### config.mk
export PLATFORM = sky130hd
export DESIGN_NAME = keyboard_line_editor
export DESIGN_NICKNAME = d
export VERILOG_FILES = /design/src/kle_pkg.sv /design/src/kle_front.sv /design/src/kle_back.sv /design/src/keyboard_line_editor.sv
export SDC_FILE = /design/constraint.sdc
export NUM_CORES = 1
export LEC_CHECK = 0
export BUFFER_PORTS_ARGS = -buffer_cell sky130_fd_sc_hd__buf_2
export CAP_MARGIN = 20
export CORE_MARGIN = 2
export CORE_UTILIZATION = 40
export CTS_CLUSTER_SIZE = 28
export DETAILED_ROUTE_END_ITERATION = 10
export GPL_TIMING_DRIVEN = 0
export PLACE_DENSITY = 0.57
export SLEW_MARGIN = 40
export SYNTH_ARGS = -nofsm -noshare
export SYNTH_HDL_FRONTEND = slang
export SYNTH_SLANG_ARGS = --single-unit
### constraint.sdc
create_clock -name aclk -period 10.4 [get_ports aclk]
set_clock_uncertainty 0.1 [all_clocks]
set_input_delay 1.04 -clock aclk [delete_from_list [all_inputs] [get_ports aclk]]
set_output_delay 1.04 -clock aclk [all_outputs]
set_load 0.02 [all_outputs]
### src/kle_pkg.sv
// Shared types and constants for the keyboard line editor.
`timescale 1ns / 1ps

package kle_pkg;

    localparam logic [7:0] KEY_BS = 8'h08;
    localparam logic [7:0] KEY_LF = 8'h0A;
    localparam logic [7:0] KEY_CR = 8'h0D;

    localparam int COUNT_W = 7;

    typedef enum logic [1:0] {
        KIND_ECHO      = 2'd0,
        KIND_BYTE      = 2'd1,
        KIND_NOT_READY = 2'd2,
        KIND_EMPTY     = 2'd3
    } kind_t;

    typedef enum logic [1:0] {
        CLS_PRINT     = 2'd0,
        CLS_BACKSPACE = 2'd1,
        CLS_ENTER     = 2'd2
    } key_class_t;

    // One classified input word as it travels from the front to the back.
    typedef struct packed {
        logic                 is_read;
        key_class_t           key_class;
        logic [7:0]           key;
        logic [COUNT_W-1:0]   max_bytes;
    } op_t;

endpackage

### src/kle_front.sv
// Front end: accepts input words, classifies them and queues them for the back end.
`timescale 1ns / 1ps

module kle_front #(
    parameter int LINE_SIZE = 64
) (
    input  logic             aclk,
    input  logic             aresetn,
    input  logic             s_tvalid,
    output logic             s_tready,
    input  logic [15:0]      s_tdata,
    input  logic [0:0]       s_tuser,
    output logic             q_valid,
    output kle_pkg::op_t     q_op,
    input  logic             q_pop
);

    kle_pkg::op_t     op_in;
    kle_pkg::op_t     entry_reg [2];
    logic             wr_ptr_reg, wr_ptr_next;
    logic             rd_ptr_reg, rd_ptr_next;
    logic [1:0]       fill_reg, fill_next;
    logic             push;
    logic [7:0]       limit_m1;
    logic [7:0]       key;
    logic [7:0]       limit;

    assign key   = s_tdata[7:0];
    assign limit = s_tdata[15:8];

    always_comb begin
        op_in.is_read = s_tuser[0];
        op_in.key     = key;
        case (key) inside
            kle_pkg::KEY_LF, kle_pkg::KEY_CR: op_in.key_class = kle_pkg::CLS_ENTER;
            kle_pkg::KEY_BS:                  op_in.key_class = kle_pkg::CLS_BACKSPACE;
            default:                          op_in.key_class = kle_pkg::CLS_PRINT;
        endcase
        // A read returns at most limit-1 bytes and never more than the store holds.
        limit_m1 = (limit == 8'd0) ? 8'd0 : limit - 8'd1;
        if (limit_m1 > 8'(LINE_SIZE)) begin
            op_in.max_bytes = kle_pkg::COUNT_W'(LINE_SIZE);
        end else begin
            op_in.max_bytes = limit_m1[kle_pkg::COUNT_W-1:0];
        end
    end

    assign s_tready = (fill_reg != 2'd2);
    assign push     = s_tvalid && s_tready;
    assign q_valid  = (fill_reg != 2'd0);
    assign q_op     = entry_reg[rd_ptr_reg];

    always_comb begin
        wr_ptr_next = wr_ptr_reg;
        rd_ptr_next = rd_ptr_reg;
        fill_next   = fill_reg;
        if (push) begin
            wr_ptr_next = ~wr_ptr_reg;
        end
        if (q_pop && q_valid) begin
            rd_ptr_next = ~rd_ptr_reg;
        end
        if (push && !(q_pop && q_valid)) begin
            fill_next = fill_reg + 2'd1;
        end else if (!push && q_pop && q_valid) begin
            fill_next = fill_reg - 2'd1;
        end
    end

    always_ff @(posedge aclk) begin
        if (!aresetn) begin
            wr_ptr_reg <= 1'b0;
            rd_ptr_reg <= 1'b0;
            fill_reg   <= 2'd0;
        end else begin
            wr_ptr_reg <= wr_ptr_next;
            rd_ptr_reg <= rd_ptr_next;
            fill_reg   <= fill_next;
        end
    end

    always_ff @(posedge aclk) begin
        if (push) begin
            entry_reg[wr_ptr_reg] <= op_in;
        end
    end

endmodule

### src/kle_back.sv
// Back end: edits the line store, drains finished lines and drives the result register.
`timescale 1ns / 1ps

module kle_back #(
    parameter int LINE_SIZE = 64
) (
    input  logic             aclk,
    input  logic             aresetn,
    input  logic             q_valid,
    input  kle_pkg::op_t     q_op,
    output logic             q_pop,
    output logic             m_tvalid,
    input  logic             m_tready,
    output logic [15:0]      m_tdata,
    output logic [1:0]       m_tuser,
    output logic             m_tlast
);

    localparam int AW = $clog2(LINE_SIZE);
    localparam int CW = kle_pkg::COUNT_W;
    localparam logic [AW-1:0] NEAR_FULL = AW'(LINE_SIZE - 2);
    localparam logic [AW-1:0] TOP_ADDR  = AW'(LINE_SIZE - 1);

    typedef enum logic {
        ST_IDLE,
        ST_READ
    } state_t;

    state_t              state_reg, state_next;
    logic [AW-1:0]       cnt_reg, cnt_next;
    logic                ready_reg, ready_next;
    logic [AW-1:0]       rd_idx_reg, rd_idx_next;
    logic [CW-1:0]       rd_max_reg, rd_max_next;
    logic                out_valid_reg, out_valid_next;
    kle_pkg::kind_t      out_kind_reg, out_kind_next;
    logic [7:0]          out_data_reg, out_data_next;
    logic [CW-1:0]       out_count_reg, out_count_next;
    logic                out_last_reg, out_last_next;

    logic [7:0]          mem [LINE_SIZE];
    logic [LINE_SIZE-1:0] valid_reg;
    logic [7:0]          mem_q_reg;
    logic                vld_q_reg;

    logic                out_free;
    logic                near;
    logic                wr_en;
    logic [AW-1:0]       wr_addr;
    logic [7:0]          wr_data;
    logic                clr_en;
    logic [AW-1:0]       clr_addr;
    logic                clr_all;
    logic [AW-1:0]       rd_addr;
    logic [7:0]          rd_byte;
    logic [CW-1:0]       rd_count;
    logic                rd_last;

    assign out_free = !out_valid_reg || m_tready;
    assign near     = (cnt_reg >= NEAR_FULL);
    assign rd_byte  = vld_q_reg ? mem_q_reg : 8'd0;
    assign rd_count = CW'(rd_idx_reg) + CW'(1);
    assign rd_last  = (rd_byte == kle_pkg::KEY_LF) || (rd_count == rd_max_reg);

    always_comb begin
        state_next     = state_reg;
        cnt_next       = cnt_reg;
        ready_next     = ready_reg;
        rd_idx_next    = rd_idx_reg;
        rd_max_next    = rd_max_reg;
        out_valid_next = out_valid_reg;
        out_kind_next  = out_kind_reg;
        out_data_next  = out_data_reg;
        out_count_next = out_count_reg;
        out_last_next  = out_last_reg;
        q_pop          = 1'b0;
        wr_en          = 1'b0;
        wr_addr        = cnt_reg;
        wr_data        = q_op.key;
        clr_en         = 1'b0;
        clr_addr       = TOP_ADDR;
        clr_all        = 1'b0;
        rd_addr        = '0;

        if (out_valid_reg && m_tready) begin
            out_valid_next = 1'b0;
        end

        case (state_reg)
            ST_IDLE: begin
                if (q_valid && out_free) begin
                    q_pop          = 1'b1;
                    out_kind_next  = kle_pkg::KIND_ECHO;
                    out_data_next  = q_op.key;
                    out_count_next = '0;
                    out_last_next  = 1'b1;
                    if (q_op.is_read) begin
                        out_data_next = 8'd0;
                        if (!ready_reg) begin
                            out_valid_next = 1'b1;
                            out_kind_next  = kle_pkg::KIND_NOT_READY;
                        end else if (q_op.max_bytes == '0) begin
                            out_valid_next = 1'b1;
                            out_kind_next  = kle_pkg::KIND_EMPTY;
                            clr_all        = 1'b1;
                            ready_next     = 1'b0;
                            cnt_next       = '0;
                        end else begin
                            state_next  = ST_READ;
                            rd_idx_next = '0;
                            rd_max_next = q_op.max_bytes;
                        end
                    end else begin
                        case (q_op.key_class)
                            kle_pkg::CLS_ENTER: begin
                                if (!ready_reg) begin
                                    wr_en          = 1'b1;
                                    wr_addr        = near ? NEAR_FULL : cnt_reg;
                                    wr_data        = kle_pkg::KEY_LF;
                                    ready_next     = 1'b1;
                                    cnt_next       = '0;
                                    out_valid_next = 1'b1;
                                end
                            end
                            kle_pkg::CLS_BACKSPACE: begin
                                // Near the end the top byte is cleared, not the last one typed.
                                if (near) begin
                                    clr_en         = 1'b1;
                                    clr_addr       = TOP_ADDR;
                                    cnt_next       = cnt_reg - AW'(1);
                                    out_valid_next = 1'b1;
                                end else if (cnt_reg != '0) begin
                                    clr_en         = 1'b1;
                                    clr_addr       = cnt_reg - AW'(1);
                                    cnt_next       = cnt_reg - AW'(1);
                                    out_valid_next = 1'b1;
                                end
                            end
                            default: begin
                                if (!near) begin
                                    wr_en          = 1'b1;
                                    wr_addr        = cnt_reg;
                                    cnt_next       = cnt_reg + AW'(1);
                                    out_valid_next = 1'b1;
                                end
                            end
                        endcase
                    end
                end
            end
            ST_READ: begin
                rd_addr = rd_idx_reg;
                if (out_free) begin
                    out_valid_next = 1'b1;
                    out_kind_next  = kle_pkg::KIND_BYTE;
                    out_data_next  = rd_byte;
                    out_count_next = rd_count;
                    out_last_next  = rd_last;
                    if (rd_last) begin
                        clr_all    = 1'b1;
                        ready_next = 1'b0;
                        cnt_next   = '0;
                        state_next = ST_IDLE;
                    end else begin
                        // Fetch the next byte now so one byte leaves per cycle while the result register is free.
                        rd_idx_next = rd_idx_reg + AW'(1);
                        rd_addr     = rd_idx_reg + AW'(1);
                    end
                end
            end
            default: begin
                state_next = ST_IDLE;
            end
        endcase
    end

    always_ff @(posedge aclk) begin
        if (!aresetn) begin
            state_reg     <= ST_IDLE;
            cnt_reg       <= '0;
            ready_reg     <= 1'b0;
            out_valid_reg <= 1'b0;
        end else begin
            state_reg     <= state_next;
            cnt_reg       <= cnt_next;
            ready_reg     <= ready_next;
            out_valid_reg <= out_valid_next;
        end
        rd_idx_reg    <= rd_idx_next;
        rd_max_reg    <= rd_max_next;
        out_kind_reg  <= out_kind_next;
        out_data_reg  <= out_data_next;
        out_count_reg <= out_count_next;
        out_last_reg  <= out_last_next;
    end

    // An entry whose valid bit is low reads as a cleared byte.
    always_ff @(posedge aclk) begin
        if (!aresetn || clr_all) begin
            valid_reg <= '0;
        end else begin
            if (wr_en) begin
                valid_reg[wr_addr] <= 1'b1;
            end
            if (clr_en) begin
                valid_reg[clr_addr] <= 1'b0;
            end
        end
    end

    always_ff @(posedge aclk) begin
        if (wr_en) begin
            mem[wr_addr] <= wr_data;
        end
        mem_q_reg <= mem[rd_addr];
        vld_q_reg <= valid_reg[rd_addr];
    end

    assign m_tvalid = out_valid_reg;
    assign m_tdata  = {1'b0, out_count_reg, out_data_reg};
    assign m_tuser  = out_kind_reg;
    assign m_tlast  = out_last_reg;

endmodule

### src/keyboard_line_editor.sv
// Top level of the keyboard line editor: front end, queue and back end.
//
//  channel | direction | tdata (low bit first)         | tuser    | tlast
//  s_      | in        | key_char[7:0], read_limit[7:0]| command  | -
//  m_      | out       | data_byte[7:0], byte_count[6:0], pad | kind | last
//
// A key word's echo passes the queue and the result register, or is never given if ignored.
// A read word's first line byte passes the queue, the store's read register and the result
// register, then one byte per cycle while it is free, paced by the store's single read port.
// Reset clears the store at once through per-entry valid bits; no sweep.
// A stalled result register holds; the two-entry queue keeps taking words until it is full.
`timescale 1ns / 1ps

module keyboard_line_editor #(
    parameter int LINE_SIZE = 64
) (
    input  logic        aclk,
    input  logic        aresetn,
    input  logic        s_tvalid,
    output logic        s_tready,
    input  logic [15:0] s_tdata,   // key_char [7:0], read_limit [15:8]
    input  logic [0:0]  s_tuser,   // command [0]
    output logic        m_tvalid,
    input  logic        m_tready,
    output logic [15:0] m_tdata,   // data_byte [7:0], byte_count [14:8], zero [15]
    output logic [1:0]  m_tuser,   // kind [1:0]
    output logic        m_tlast
);

    logic          q_valid;
    logic          q_pop;
    kle_pkg::op_t  q_op;

    kle_front #(
        .LINE_SIZE(LINE_SIZE)
    ) u_front (
        .aclk    (aclk),
        .aresetn (aresetn),
        .s_tvalid(s_tvalid),
        .s_tready(s_tready),
        .s_tdata (s_tdata),
        .s_tuser (s_tuser),
        .q_valid (q_valid),
        .q_op    (q_op),
        .q_pop   (q_pop)
    );

    kle_back #(
        .LINE_SIZE(LINE_SIZE)
    ) u_back (
        .aclk    (aclk),
        .aresetn (aresetn),
        .q_valid (q_valid),
        .q_op    (q_op),
        .q_pop   (q_pop),
        .m_tvalid(m_tvalid),
        .m_tready(m_tready),
        .m_tdata (m_tdata),
        .m_tuser (m_tuser),
        .m_tlast (m_tlast)
    );

endmodule

==> impl.org <==
** STA
- Minimum clock period :: 5340 ps
- Setup repair after global routing left no endpoint under its margin.
- Setup violations remaining at the end of the flow were counted as 0.
- The count of final hold-check violations was 0.
- Max Slew Vio Count :: 0
- In this run the tightest slew margin relative to its limit is 0.353.
- Sum of negative setup slack :: 0 ps
- Dividing the final minimum period by the clock period gives 0.513.
- Setup slack closes at between 5000 and 6000 ps.
- Static timing analysis puts the maximum clock frequency at 187 MHz.
- Worst-Margin Slew :: around 970 ps

** Detailed routing
- Number of vias per cell after detailed routing :: about 5.8
- The pre-antenna-repair detailed-routing pass consisted of 6 iterations.
- Dividing the detail-routed wire length by the instance count gives between 20 and 30 µm.
- The count of nets left with antenna violations once routing finished came out at 0.
- Wires add up to 90100 µm.
- First DRT Iteration DRCs :: ~2500
- Total number of vias :: between 20000 and 25000
- Post-route DRC violation count :: 0

** Clock tree
- Gates resized during post-CTS repair numbered 0.
- Reg clk slew, reported paths :: 60 ps
- The later pin in the worst-skew pair is clocked with a latency of approximately 620 ps.
- Clock sink count :: ~670
- Buffer type at the clock tree root :: sky130_fd_sc_hd__clkbuf_16
- Clock buffers created by TritonCTS :: a little over 70
- No sink is reached through more buffers than the 3 on the longest clock path.
- In this run the post-CTS setup repair buffer count came out at 0.
- TritonCTS built the clock tree.
- Quantity of hold-fixing buffers added after cts :: 0
- Maximum level of the CTS H-tree :: 3

** Die
- Number of ports placed on the die boundary :: 42
- The die is ~270 µm wide.
- Vert. Die Dim :: 269 µm
- The initial utilization of the core area, before any placement, comes to 0.403.
- # rows :: a little under 100
- Die area :: 72200 µm²
- The floorplan step defined a core boundary enclosing 69700 µm².

** Power
- VDD sags by at most just over 0.1 mV.
- For this design the ratio of total power to cell area is 183 nW/µm².
- Leak pwr :: around 11 nW

** Setup path
- The signal on the critical path passes through ha_1, nand3_1, o21ai_1, o2111ai_1, nor3_2, o211ai_4, and2_1, buf_2, clkinv_2, clkbuf_1, a21boi_0, a22o_1, nor4_2, nand4_1.
- Critical path startpoint category :: flop
- The worst register-to-register path begins at u_back.rd_idx_reg[0].
- Stage delay of the slowest cell on the critical path :: about 660 ps
- The critical path crosses 14 cells after its start point.
- The worst setup path is captured at a flop.
- Worst setup path start :: u_back.rd_idx_reg[0]
- For the worst setup path, the data required time is 10710 ps.
- Worst reg2reg path depth :: 14
- Buffering stage count on the worst path with inverters included :: 3
- Cell with the biggest individual delay on the critical path :: sky130_fd_sc_hd__clkbuf_1
- Along the worst path, the maximum fanout reaches 10.
- Cell family contributing the most delay on the critical path :: simple AND/OR/NAND/NOR gates
- By startpoint and endpoint, the worst setup path is classified as reg -> reg.
- For the worst setup path, the data arrival time is ~5700 ps.

** Logic synthesis
- Yosys attributes the largest share of cell area to sky130_fd_sc_hd__edfxtp_1, sky130_fd_sc_hd__nand2_1, sky130_fd_sc_hd__dfxtp_1, sky130_fd_sc_hd__nand3_1, sky130_fd_sc_hd__nor2_1.
- Number of synthesized flops with an enable pin :: 579
- Total standard cell area after synthesis :: around 28000 µm²
- sky130_fd_sc_hd__edfxtp_1 takes more of the synthesized area than any other cell.
- Syn Area/Cell :: around 12 µm²
- Top_reg_cell synth :: sky130_fd_sc_hd__edfxtp_1
- Yosys instantiated no cell more often than sky130_fd_sc_hd__edfxtp_1.
- Counting distinct cell types in the post-synthesis netlist gives 76.
- Synthesis produced a netlist whose cell count is between 2000 and 2500.
- Share of Yosys cell area claimed by the top area cell type :: 0.620
- Of all flip-flops after synthesis, the portion carrying an async set or reset was 0.
- Flops & latches, synth :: 666
- Most common library cells after synthesis :: sky130_fd_sc_hd__edfxtp_1, sky130_fd_sc_hd__nand2_1, sky130_fd_sc_hd__nor2_1
- Sequential share of the synthesized area :: 0.682
- The Yosys step of the flow raised 0 warnings.

** Global route
- Across every metal layer, demand over resource in global routing totals 0.250.
- Number of antenna violations at the first check in global routing :: 0
- Overflow after GRT :: 0
- Largest net degree at the start of global routing :: 37
- The first global-routing pass estimated 131000 µm of wire.
- The number of global-route vias before repair came to around 19000.

** Cells and area
- The area growth from synthesis to layout is 15.7%.
- Share of post-route cells with drive strength above 1 :: 0.130
- Leaving out filler cells and counting taps, the final layout contains 3478.
- Number of nets in the finished design :: between 2000 and 3000
- Flip-flop count of the largest register, all copies and words added :: approximately 510
- Number of antenna repair diodes :: 0
- Final cell area excluding filler cells :: around 32000 µm²

** Placement
- Post-Place Cells :: roughly 3300
- Summing all placed instances gives a cell area of 30200 µm².
- Placement-stage worst setup slack :: a little over 5000 ps
- At the end of routability-driven placement, the weighted congestion stood at 0.968.
- Summed over all nets, the half-perimeter wirelength after detailed placement is between 60000 and 70000 µm.
- In this run the tool buffered the top-level ports with 40 buffer cells.

** Outcome
- The flow ran to the end, and the final reports show no timing, DRC or antenna violations.

** Job
- Count of max-cap constraint violations :: 0

** Min path
- Worst hold path cell count :: 2
- Hold crit path type :: reg -> reg
- In this run the most critical hold path is launched from u_back.valid_reg[63].
## final cells by class
cell class	instances	area (µm²)
repair buffers	64	591
clock buffers	86	1850
well taps	940	1180
multi-input cells	1505	8580
plain buffers	153	671
clock inverters	44	372
inverters	20	76.3
flip-flops and latches	666	19100
fillers	6376	37200
## worst paths after layout
| check | endpoint | slack, ps |
|---|---|---|
| setup / recovery | u_back.mem_q_reg[5] | 5060 |
| hold / removal | u_back.valid_reg[63] | 360 |
| setup reg to reg | u_back.mem_q_reg[5] | 5060 |
| hold reg to reg | u_back.valid_reg[63] | 360 |
## metal layers
layer	vias to the layer above	global-route usage	wire length, µm
li1	8978	-	-
met1	10054	0.338	37800
met2	904	0.403	42300
met3	163	0.0472	7300
met4	0	0.0893	2800
met5	-	0	0
## tightest hold or removal path, stage by stage (launching register included)
cell and delay, ps:
sky130_fd_sc_hd__dfxtp_1 310, sky130_fd_sc_hd__o21ai_0 70, sky130_fd_sc_hd__nor2_1 40
## stage by stage
| stage | hold slack, ps | total power [mW] | util |
|---|---|---|---|
| CTS | 362 | 5.95 | 0.465 |
| finish | 363 | 5.92 | 0.466 |
| detailed placement | 351 | 3.51 | 0.433 |
| global route | 406 | 6.09 | 0.466 |
| floorplan | 329 | 3.29 | - |
| global placement | 337 | 3.46 | 0.423 |
## where the power goes
group | leakage [nW] | internal [mW] | total, mW | switching [mW]
clock network | 1.09 | 1.42 | 2.47 | 1.05
registers | 5.95 | 3.00 | 3.02 | 0.0130
logic | 3.93 | 0.123 | 0.436 | 0.313
## layout by cell type (no fill, tap or decap), types with 48 or more instances in the layout
master | Yosys | layout
sky130_fd_sc_hd__a22oi_1 | 65 | 65
sky130_fd_sc_hd__buf_2 | 34 | 80
sky130_fd_sc_hd__clkbuf_16 | 0 | 72
sky130_fd_sc_hd__dfxtp_1 | 87 | 87
sky130_fd_sc_hd__a211oi_1 | 48 | 48
sky130_fd_sc_hd__nor2_1 | 185 | 114
sky130_fd_sc_hd__nor2_2 | 0 | 64
sky130_fd_sc_hd__a32oi_1 | 52 | 49
sky130_fd_sc_hd__nand2_1 | 554 | 551
sky130_fd_sc_hd__clkbuf_1 | 90 | 102
sky130_fd_sc_hd__nand3_1 | 168 | 168
sky130_fd_sc_hd__edfxtp_1 | 579 | 579
sky130_fd_sc_hd__a32o_1 | 49 | 49
## logic make-up (layout without fill, tap and decap cells)
logic type                 Yosys count  count (layout)  share of synthesized area
and+or+nand+nor                   1057            1057                      0.164
DFF                                666             666                      0.682
adders and majority gates            7               7                    0.00312
buffers and inverters              173             367                     0.0265
AOI/OAI and AO/OA                  377             377                      0.105
muxes                               34              34                     0.0126
xor gates and xnor gates            21              21                    0.00705
other                                1               9                   0.000134
Power figures use the tool's default switching activity.
